**src/rtl/tre_pkg.sv**
```systemverilog
// ----------------------------------------------------------------------------
// tre_pkg: shared types and constants for the transfer rate window estimator
// Widths, opcodes, state encodings and small helpers used by all modules.
// ----------------------------------------------------------------------------
`default_nettype none

package tre_pkg;

  // window geometry
  localparam int WINDOW_DEPTH = 64;
  localparam int IDX_W        = (WINDOW_DEPTH > 1) ? $clog2(WINDOW_DEPTH) : 1;
  localparam int CNT_W        = $clog2(WINDOW_DEPTH + 1);
  localparam int SUM_W        = CNT_W + 1;

  // payload widths
  localparam int OP_W     = 2;
  localparam int ADD_W    = 32;
  localparam int POS_W    = 48;
  localparam int TIME_W   = 48;
  localparam int DIFF_W   = POS_W + 1;
  localparam int SCALE_W  = 10;
  localparam int MUL_W    = POS_W + SCALE_W;
  localparam int SPEED_W  = MUL_W + 1;
  localparam int SECS_W   = POS_W + 1;
  localparam int DCNT_W   = $clog2(MUL_W + 1);

  // configuration
  localparam int SPAN_CFG_W = 16;
  localparam int MIN_SMP_W  = 7;
  localparam int THRESH_W   = SPAN_CFG_W + SCALE_W + 1;
  localparam int CMP_W      = (CNT_W > MIN_SMP_W) ? CNT_W : MIN_SMP_W;
  localparam int CFG_IDX_W  = 4;
  localparam int CFG_DATA_W = 16;

  localparam logic [SCALE_W-1:0]    MS_PER_SEC   = 10'd1000;
  localparam logic [SPAN_CFG_W-1:0] MIN_SPAN_RST = 16'd15;
  localparam logic [MIN_SMP_W-1:0]  MIN_SMP_RST  = 7'd15;

  localparam logic [CFG_IDX_W-1:0] CFG_MIN_SPAN    = 4'd0;
  localparam logic [CFG_IDX_W-1:0] CFG_MIN_SAMPLES = 4'd1;

  typedef enum logic [OP_W-1:0] {
    OP_ADD   = 2'd0,
    OP_TICK  = 2'd1,
    OP_CLEAR = 2'd2
  } opcode_t;

  typedef enum logic [2:0] {
    ST_IDLE,
    ST_WIN,
    ST_SPD,
    ST_SECS,
    ST_SECS_DIV,
    ST_OUT
  } top_state_t;

  typedef enum logic [2:0] {
    WS_IDLE,
    WS_PRUNE,
    WS_UPDATE,
    WS_READ,
    WS_EVAL
  } win_state_t;

  typedef struct packed {
    logic tick;
    logic clear;
  } win_cmd_t;

  typedef struct packed {
    logic              done;
    logic              valid;
    logic              neg;
    logic [POS_W-1:0]  mag;
    logic [TIME_W-1:0] span;
  } win_status_t;

  // (base + off) mod depth, off never above the depth
  function automatic logic [IDX_W-1:0] wrap_idx(input logic [IDX_W-1:0] base,
                                                 input logic [CNT_W-1:0] off);
    logic [SUM_W-1:0] sum;
    sum = SUM_W'(base) + SUM_W'(off);
    if (sum >= SUM_W'(WINDOW_DEPTH)) begin
      sum = sum - SUM_W'(WINDOW_DEPTH);
    end
    return sum[IDX_W-1:0];
  endfunction

  // span in ms at which span / 1000 exceeds the configured seconds
  function automatic logic [THRESH_W-1:0] span_thresh(input logic [SPAN_CFG_W-1:0] secs);
    logic [THRESH_W-1:0] s;
    s = THRESH_W'(secs) + THRESH_W'(1);
    return s * THRESH_W'(MS_PER_SEC);
  endfunction

endpackage

`default_nettype wire

```
**src/rtl/tre_sdiv.sv**
```systemverilog
// ----------------------------------------------------------------------------
// tre_sdiv: bit-serial restoring divider
// One quotient bit per cycle; the dividend shifts out of the top of the
// quotient register while quotient bits shift in at the bottom.
// ----------------------------------------------------------------------------
`default_nettype none

module tre_sdiv (
  input  logic                      clk,
  input  logic                      rst_n,
  input  logic                      start,
  input  logic [tre_pkg::MUL_W-1:0] dividend,
  input  logic [tre_pkg::MUL_W-1:0] divisor,
  output logic                      done,
  output logic [tre_pkg::MUL_W-1:0] quotient
);

  logic                       busy_r, busy_nxt;
  logic                       done_r, done_nxt;
  logic [tre_pkg::DCNT_W-1:0] cnt_r, cnt_nxt;
  logic [tre_pkg::MUL_W-1:0]  rem_r, rem_nxt;
  logic [tre_pkg::MUL_W-1:0]  quo_r, quo_nxt;
  logic [tre_pkg::MUL_W-1:0]  dvs_r, dvs_nxt;

  logic [tre_pkg::MUL_W:0] trial;
  logic [tre_pkg::MUL_W:0] diff;
  logic                    fits;

  assign trial = {rem_r, quo_r[tre_pkg::MUL_W-1]};
  assign diff  = trial - {1'b0, dvs_r};
  assign fits  = (trial >= {1'b0, dvs_r});

  always_comb begin
    busy_nxt = busy_r;
    done_nxt = 1'b0;
    cnt_nxt  = cnt_r;
    rem_nxt  = rem_r;
    quo_nxt  = quo_r;
    dvs_nxt  = dvs_r;
    if (start) begin
      busy_nxt = 1'b1;
      cnt_nxt  = tre_pkg::DCNT_W'(tre_pkg::MUL_W);
      rem_nxt  = '0;
      quo_nxt  = dividend;
      dvs_nxt  = divisor;
    end else if (busy_r) begin
      rem_nxt = fits ? diff[tre_pkg::MUL_W-1:0] : trial[tre_pkg::MUL_W-1:0];
      quo_nxt = {quo_r[tre_pkg::MUL_W-2:0], fits};
      cnt_nxt = cnt_r - tre_pkg::DCNT_W'(1);
      if (cnt_r == tre_pkg::DCNT_W'(1)) begin
        busy_nxt = 1'b0;
        done_nxt = 1'b1;
      end
    end
  end

  always_ff @(posedge clk) begin
    if (!rst_n) begin
      busy_r <= 1'b0;
      done_r <= 1'b0;
      cnt_r  <= '0;
    end else begin
      busy_r <= busy_nxt;
      done_r <= done_nxt;
      cnt_r  <= cnt_nxt;
    end
    rem_r <= rem_nxt;
    quo_r <= quo_nxt;
    dvs_r <= dvs_nxt;
  end

  assign done     = done_r;
  assign quotient = quo_r;

  // a new division never lands on one in flight
  a_start_idle: assert property (@(posedge clk) disable iff (!rst_n)
    start |-> !busy_r)
    else $error("divider started while busy");

  a_done_at_end: assert property (@(posedge clk) disable iff (!rst_n)
    $fell(busy_r) |-> done_r)
    else $error("divider finished without done");

endmodule

`default_nettype wire

```
**config.mk**
```make
export PLATFORM = sky130hd
export DESIGN_NAME = tre_sdiv
export DESIGN_NICKNAME = d
export VERILOG_FILES = /design/src/rtl/tre_pkg.sv /design/src/rtl/tre_sdiv.sv
export SDC_FILE = /design/constraint.sdc
export NUM_CORES = 1
export LEC_CHECK = 0
export BUFFER_PORTS_ARGS = -buffer_cell sky130_fd_sc_hd__buf_4
export CAP_MARGIN = 10
export CORE_MARGIN = 2
export CORE_UTILIZATION = 30
export CTS_BUF_LIST = sky130_fd_sc_hd__clkbuf_4 sky130_fd_sc_hd__clkbuf_8 sky130_fd_sc_hd__clkbuf_16
export DETAILED_ROUTE_END_ITERATION = 7
export PLACE_DENSITY_LB_ADDON = 0.05
export SYNTH_ARGS = -nofsm -noshare
export SYNTH_HDL_FRONTEND = slang
export SYNTH_SLANG_ARGS = --single-unit
```
**constraint.sdc**
```tcl
create_clock -name clk -period 4.1 [get_ports clk]
set_input_delay 0.41 -clock clk [delete_from_list [all_inputs] [get_ports clk]]
set_output_delay 0.41 -clock clk [all_outputs]
set_load 0.02 [all_outputs]
```
==> After elaboration in Yosys (flattened, before gate mapping) <==
Cells that the tools add are included.
{ "word_totals": {"register_bits": 182, "in_bits": 119, "out_inout_bits": 59, "elab_cells": 25} }
{ "op_classes": {"add_sub_neg": 2, "order_cmp": 1, "n_eq_ne": 1, "mux": 9, "bitwise": 2, "reduce_logical": 3} }
{ "op_table": {"columns": ["cell", "n"], "rows": [
  ["2-to-1 mux 58 bit", 3],
  [">= comparator 59 x 58 -> 1 bit", 1],
  ["subtractor 58 bit", 1],
  ["2-to-1 mux 6 bit", 2],
  ["== test 6 x 1 -> 1 bit, second input constant", 1],
  ["subtractor 6 x 1 -> 6 bit, second input constant", 1],
  ["2-to-1 mux 1 bit", 4],
  ["OR reduction 3 bit", 1],
  ["NOT 1 bit", 2],
  ["nonzero test 2 bit", 1],
  ["OR reduction 2 bit", 1]
]} }

==> Longest topological paths before layout <==
Gate-level depths: netlist of run 1.
{ "depth": {"depth_word": 4, "mapped_depth": 14, "depth_no_buf": 14} }

==> Worst setup path after synthesis of run 1 <==
Ideal clock, no wire load.
{ "synth_path": {"path_kind": "register to register", "start": "reg quo_r, in the netlist quotient[57]", "end": "reg rem_r[44] (netlist bit)", "setup_ns": 0.120, "arrival_time_ns": 3.059, "required_ns": 3.980, "slack_ns": 0.921, "path_stages_with_launch": 15, "path_buffers": 0, "synth_period_minus_slack_ns": 3.179, "cell_sequence": "edfxtp_1 -> inv_1 -> ha_1 -> inv_1 -> fa_1 -> a21o_1 -> a311oi_1 -> or3_4 -> a21oi_2 -> nor3_1 -> o31a_1 -> and2_1 -> o21ai_1 -> xor2_1 -> a211o_1"} }
{ "synth_via": {"elab_chain_len": 2, "word_cells_on_any_way": 3, "classes_between": "add/sub: 1; order compare: 1; mux: 1"} }
{ "synth_rtl": {"columns": ["element", "line", "text"], "rows": [
  ["start, declared", "tre_sdiv.sv:22", "logic [tre_pkg::MUL_W-1:0] quo_r, quo_nxt;"],
  ["start signal, assigned", "tre_sdiv.sv:68", "quo_r <= quo_nxt;"],
  ["subtractor 58 bit / >= comparator 59 x 58 -> 1 bit (equally long branches)", "tre_sdiv.sv:30, tre_sdiv.sv:31", null],
  ["2-to-1 mux 58 bit (*)", "tre_sdiv.sv:47", "rem_nxt = fits ? diff[tre_pkg::MUL_W-1:0] : trial[tre_pkg::MUL_W-1:0];"],
  ["end signal, assigned", "tre_sdiv.sv:67", "rem_r <= rem_nxt;"],
  ["end, declared", "tre_sdiv.sv:21", "logic [tre_pkg::MUL_W-1:0] rem_r, rem_nxt;"]
]} }
Mark *: on every way between the ends. The rest lies on a longest branch, timed or not.
A chain may end at the register's enable or synchronous reset.

==> Worst setup path in the final report of run 1 <==
{ "layout_path": {"start": "reg quo_r, in the netlist quotient[57]", "end": "reg rem_r[46] (netlist bit)"} }
Same word-level chain as after synthesis.

==> reports/results.ini, run 1 <==
[outcome]
outcome = finished clean

[global_routing]
overflow = 0
grt_pass1_vias = 8871
grt_max_degree = 66
grt_pass1_wl_um = 47800
grt_util_all_layers = 0.166
grt_antenna_before_repair = 0

[route]
met3_length_um = 1860
top_layer = met4
vias_per_cell = 4.94
routedWlPerCell_um = 17.1
met2_wirelength_um = 13200
dr.first_iter.drc_count = 482
m1WireLength_um = 14300
drtPass1Iterations = 5
antenna_left = 0
wl_um = 29700
drc = 0
routed-via-count = 8581

[die]
coreArea_um2 = 35300
io_pins = 178
die_area_um2 = 37100
fp.dieH_um = 193
die_width_um = 193
rows = 69
start_util = 0.302

[synth]
synthCells = 1108
yosysSeqAreaShare = 0.450
syn_area_um2 = 10700
ys_seq_elements = 182
avgSynthCellArea_um2 = 9.63
synthTopCellsByArea = edfxtp_1 (33%), dfxtp_1 (12%), ha_1 (7.0%), mux2_2 (6.1%), nand2_1 (5.2%)
synth_cell_types = 64
yosysWarnings = 0
yosysMostFrequentCell = nand2_1
synth_edf_count = 116
synth-async-reset-ratio = 0
yosys.area.top_type_share = 0.327
synth_top_area_cell = edfxtp_1
postSynthNetCount = 1288
synth_common_cells = nand2_1 (147), edfxtp_1 (116), nor2_1 (92)
synth_flop_cell = edfxtp_1

[layout]
seqCellArea_um2 = 4810
n_fill_cell = 3554
drive_above_1_share = 0.234
nets = 1442
fin_util = 0.369
multi_input_area_um2 = 5350
antennaDiodeCount = 0
syn_to_final_growth_pct = 22.1

[hold_path]
min_path_type = in -> reg

[power_and_ir_drop]
p_leak_nw = 5.34
vdd_drop_max_v = 0.000294
seqPwrFrac = 0.416
powerDensity_nw_per_um2 = 414
internal_power_mw = 3.62
combPwrFrac = 0.273
p_switching_mw = 1.78
switching_share = 0.330
clockPowerShare = 0.311

[critical_path]
worst_ep_required_time_ps = 4470
crit_path_start_kind = register
r2r_slack_ps = 510
critPathKind = reg -> reg
worstSetupEndpointType = register
critPathArrivalTime_ps = 3970
cp_max_fo = 3

[clocking]
ctsHtreeMaxLevel = 4
cts_setup_buffers = 0
cts_root_buf = clkbuf_16
postCtsHoldBufs = 0
cts_tree = built
path_clk_slew_ps = 80
clkLatencyLatePin_ps = 450
cts.repair.resized = 0
clock_sinks = 182
clk_path_buf_depth = 2
numCtsBuffers = 17

[timing]
hold_violations = 0
finalClockSkew_ps = 15.6
setup_viol = 0
max_slew_margin = 0.462
period_share = 0.877
hold_ws_ps = 126
period_minus_slack_ps = 3590
grt_setup_unrepaired = false
max_clock_freq_mhz = 278
drv_slew = 0
tightest_slew_ps = 807
setup-tns-final_ps = 0

[placed_design]
dp_hpwl_um = 21400
gp_congestion = 0.796
port_buffers = 177

[job]
cap_violations = 0

## cells in the final DEF, fill, tap and decap left out, types with 5 or more instances in the layout
| cell type | count |
|---|---|
| buf_4 | 189 |
| nand2_1 | 147 |
| edfxtp_1 | 116 |
| nor2_1 | 92 |
| a21oi_1 | 80 |
| inv_1 | 76 |
| dfxtp_1 | 65 |
| ha_1 | 60 |
| mux2_2 | 58 |
| xnor2_1 | 36 |
| a311oi_1 | 36 |
| o21ai_0 | 33 |
| a21o_1 | 21 |
| xor2_1 | 20 |
| o21a_1 | 19 |
| a211oi_1 | 18 |
| nand4_1 | 17 |
| clkbuf_16 | 17 |
| nor3_1 | 16 |
| nand3_1 | 14 |
| o21ai_1 | 13 |
| o21bai_1 | 11 |
| and3_1 | 7 |
| a31oi_1 | 7 |
| nand2b_1 | 6 |
| o211ai_1 | 6 |
| and2_1 | 6 |
| nor3b_1 | 6 |
| a211o_1 | 5 |
| nor2b_1 | 5 |
## stage by stage
step / total power, mW / instances / worst slack [ps] / instance area, µm²
final: 5.40 / 1736 / 505 / 13000
after global routing: 5.73 / 1736 / 210 / 13000
after CTS: 5.49 / 1736 / 513 / 13000
after detailed placement: 3.77 / 1704 / 511 / 12400
after global placement: 3.78 / 1704 / 595 / 12400
after floorplan: 3.28 / 1108 / 921 / 10700
## sequential cells by signal, summed over array words and instances, names as in the netlist
| register | count |
|---|---|
| cnt_r | 6 |
| quotient | 58 |
| rem_r | 58 |
| done | 1 |
| busy_r | 1 |
| dvs_r | 58 |
## worst paths after layout
kind | startpoint | end | cells past startpoint
max | quotient[57]$_DFFE_PP_ | rem_r[46]$_SDFFE_PP0P_ | 14
min | divisor[46] | dvs_r[46]$_DFFE_PP_ | 1
max reg2reg | quotient[57]$_DFFE_PP_ | rem_r[46]$_SDFFE_PP0P_ | 14
min reg2reg | rem_r[42]$_SDFFE_PP0P_ | rem_r[43]$_SDFFE_PP0P_ | 2
## routing by layer
| layer | vias to the layer above | track usage |
|---|---|---|
| li1 | 4323 | - |
| met1 | 4065 | 0.218 |
| met2 | 171 | 0.262 |
| met3 | 22 | 0.0527 |
| met4 | 0 | 0.0426 |
| met5 | - | 0 |
## cells by family (layout without fill, tap and decap cells)
family	count (synthesis)	after routing	share of synthesized area
AOI/OAI and AO/OA	284	284	0.180
xor gates and xnor gates	56	56	0.0460
adders and majority gates	61	61	0.0722
buffers and inverters	131	298	0.0495
DFF	182	182	0.450
muxes	59	59	0.0622
and+or+nand+nor	335	335	0.140
## cell type report
cell class / instances / share of cell area
well taps: 461 / 0.0443
inverters: 76 / 0.0219
clock buffers: 18 / 0.0332
clock inverters: 14 / 0.0111
repair buffers: 190 / 0.110
flip-flops and latches: 182 / 0.369
multi-input cells: 795 / 0.411
## critical path, cell delays in order, from the launching register on
cell,delay (ps)
edfxtp_1,420
inv_1,80
ha_1,150
inv_1,50
fa_1,410
a21o_1,230
a311oi_1,380
or4_1,190
a31oi_1,130
o21a_1,230
o21ba_2,250
a221oi_2,500
xnor2_1,180
nand2_1,70
a311oi_1,250
## power by group through the flow
stage                     registers [mW]  logic [mW]  clock network [mW]
final                               2.25        1.47                1.68
after global routing                2.27        1.65                1.80
after CTS                           2.25        1.49                1.75
after detailed placement            2.29        1.49                   0
after global placement              2.29        1.50                   0
after floorplan                     2.33       0.953                   0
No activity file was read; power rests on OpenSTA's default activity.
==> run 2, diff against run 1 <==
Settings changed: ABC_AREA set to 1, ABC_CLOCK_PERIOD_IN_PS set to 4100.
==> reports/results.ini, run 2 <==
[critical_path]
worst_ep_required_time_ps = 4480
crit_path_start_kind = register
crit_family = simple AND/OR/NAND/NOR gates
cp_max_fo = 20
max_stage_delay_ps = 400
worstSetupEndpointType = register
r2r_slack_ps = 1170
critPathKind = reg -> reg
critPathSlowestCell = nand2_2
path_common_cell = nand2_1
path_cells = inv_1 > ha_1 > nand2_1 > inv_2 > nand2_1 > nor2_1 > nand2_1 > nor2_1 > nand2_1 > nand3_1 > nor2_4 > nand2_2 > buf_4 > nand3_1 > nand3_1 > nand2_1
ff2ff_path_depth = 16
r2r-end = rem_r[41]$_SDFFE_PP0P_
timing.rr.start = dvs_r[36]$_DFFE_PP_
critPathArrivalTime_ps = 3310
path_buf_inv = 3

[synth]
synth_common_cells = nand2_1 (830), inv_1 (407), nand3_1 (175)
synthTopCellsByArea = edfxtp_1 (27%), nand2_1 (24%), inv_1 (12%), dfxtp_1 (10%), nand3_1 (6.8%)
yosysWarnings = 0
yosysSeqAreaShare = 0.375
ys_seq_elements = 182
postSynthNetCount = 2165
synth-async-reset-ratio = 0
syn_area_um2 = 12800
synth_edf_count = 116
synthCells = 1985
synth_flop_cell = edfxtp_1
synth_top_area_cell = edfxtp_1
avgSynthCellArea_um2 = 6.46
yosys.area.top_type_share = 0.272
synth_cell_types = 32
yosysMostFrequentCell = nand2_1

[power_and_ir_drop]
seqPwrFrac = 0.473
p_leak_nw = 8.32
p_switching_mw = 1.35
internal_power_mw = 3.16
switching_share = 0.298
combPwrFrac = 0.152
p_total_mw = 4.51
clockPowerShare = 0.374
powerDensity_nw_per_um2 = 295
vdd_drop_max_v = 0.000255

[hold_path]
hold_path.startpoint = divisor[22]
min_path_type = in -> reg
min_to = dvs_r[22]$_DFFE_PP_
min_delay_path_depth = 1

[die]
rows = 75
io_pins = 178
coreArea_um2 = 42000
die_width_um = 211
start_util = 0.305
die_area_um2 = 44400
fp.dieH_um = 211

[route]
antenna_left = 0
drtPass1Iterations = 5
dr.first_iter.drc_count = 758
routedWlPerCell_um = 15.7
drc = 0
vias_per_cell = 4.46
wl_um = 42400
routed-via-count = 12059

[timing]
max_clock_freq_mhz = 341
tightest_slew_ps = 1130
setup-tns-final_ps = 0
period_share = 0.714
setup_viol = 0
hold_violations = 0
drv_slew = 0
period_minus_slack_ps = 2930
max_slew_margin = 0.249
finalClockSkew_ps = 15.3
grt_setup_unrepaired = false

[layout]
final_cell_mix = nand2_1 (830), inv_1 (406), buf_4 (188)
final_common_cell = nand2_1
drive_above_1_share = 0.118
syn_to_final_growth_pct = 19.4
nets = 2329
antennaDiodeCount = 0
n_fill_cell = 4758

[clocking]
cts_tree = built
cts.repair.resized = 0
postCtsHoldBufs = 0
cts_root_buf = clkbuf_16
cts_setup_buffers = 0
path_clk_slew_ps = 80
clk_path_buf_depth = 2
clkLatencyLatePin_ps = 490
clock_sinks = 182
ctsHtreeMaxLevel = 4
numCtsBuffers = 17

[global_routing]
grt_max_degree = 65
grt_antenna_before_repair = 0
overflow = 0
grt_util_all_layers = 0.197
grt_pass1_wl_um = 66700
grt_pass1_vias = 11881

[job]
cap_violations = 0

[placed_design]
dp_hpwl_um = 33500
port_buffers = 177
gp_congestion = 0.917

[outcome]
outcome = finished clean

## run 2: cell types whose count changed in the layout (fill, tap and decap cells not counted), moves of 13 or more
cell and change:
a21o_1 -21, o21ai_1 -13, mux2_2 -58, nand3b_1 +21
nand3_1 +161, o21a_1 -17, a211oi_1 -18, inv_2 +17
xor2_1 -16, inv_1 +330, a21oi_1 -37, nand2_1 +683
a311oi_1 -36
## run 2: power groups by stage
stage	Combinational (mW)	Sequential, mW	Clock, mW
6_report	0.687	2.13	1.69
5_1_grt	0.768	2.15	1.83
4_1_cts	0.700	2.14	1.77
3_5_place_dp	0.699	2.17	0
3_3_place_gp	0.698	2.18	0
2_1_floorplan	0.315	2.24	0
## run 2: logic make-up (layout without fill, tap and decap cells)
| logic type | after synthesis | in the layout | synth area share |
|---|---|---|---|
| adders and majority gates | 61 | 61 | 0.0601 |
| AOI/OAI and AO/OA | 86 | 86 | 0.0346 |
| buffers and inverters | 468 | 645 | 0.140 |
| xor gates and xnor gates | 28 | 28 | 0.0191 |
| DFF | 182 | 182 | 0.375 |
| and+or+nand+nor | 1160 | 1160 | 0.371 |
## run 2: cell type report
cell class / count / area [µm²] / share of cell area
multi-input cells: 1335 / 6240 / 0.407
flip-flops and latches: 182 / 4800 / 0.314
inverters: 425 / 1600 / 0.104
repair buffers: 188 / 1410 / 0.0922
well taps: 539 / 674 / 0.0441
clock buffers: 17 / 425 / 0.0278
clock inverters: 15 / 160 / 0.0105
## run 2: worst max-delay path by stage
stage | startpoint | end | slack (ps) | cells past startpoint
2_1_floorplan | start | quotient[0]$_DFFE_PP_ | 1030 | 4
3_3_place_gp | dvs_r[36]$_DFFE_PP_ | rem_r[41]$_SDFFE_PP0P_ | 1200 | 16
3_5_place_dp | dvs_r[37]$_DFFE_PP_ | rem_r[41]$_SDFFE_PP0P_ | 1190 | 16
4_1_cts | dvs_r[37]$_DFFE_PP_ | rem_r[6]$_SDFFE_PP0P_ | 1160 | 16
5_1_grt | dvs_r[27]$_DFFE_PP_ | rem_r[49]$_SDFFE_PP0P_ | 880 | 16
6_report | dvs_r[36]$_DFFE_PP_ | rem_r[41]$_SDFFE_PP0P_ | 1170 | 16
## run 2: through the flow
stage	worst slack, ps	instance area [µm²]	util	instances	hold slack [ps]
2_1_floorplan	1030	12800	-	1985	444
3_3_place_gp	1200	14700	0.350	2669	458
3_5_place_dp	1190	14700	0.350	2669	459
4_1_cts	1160	15300	0.364	2701	38.4
5_1_grt	883	15300	0.364	2701	52.2
6_report	1170	15300	0.364	2701	86.8
## run 2: per-layer routing
metal	vias up	track usage	share of wire
met5	-	0	0
met4	0	0.0724	0.021
met3	39	0.0354	0.050
met2	242	0.307	0.43
met1	5428	0.274	0.49
li1	6350	-	-
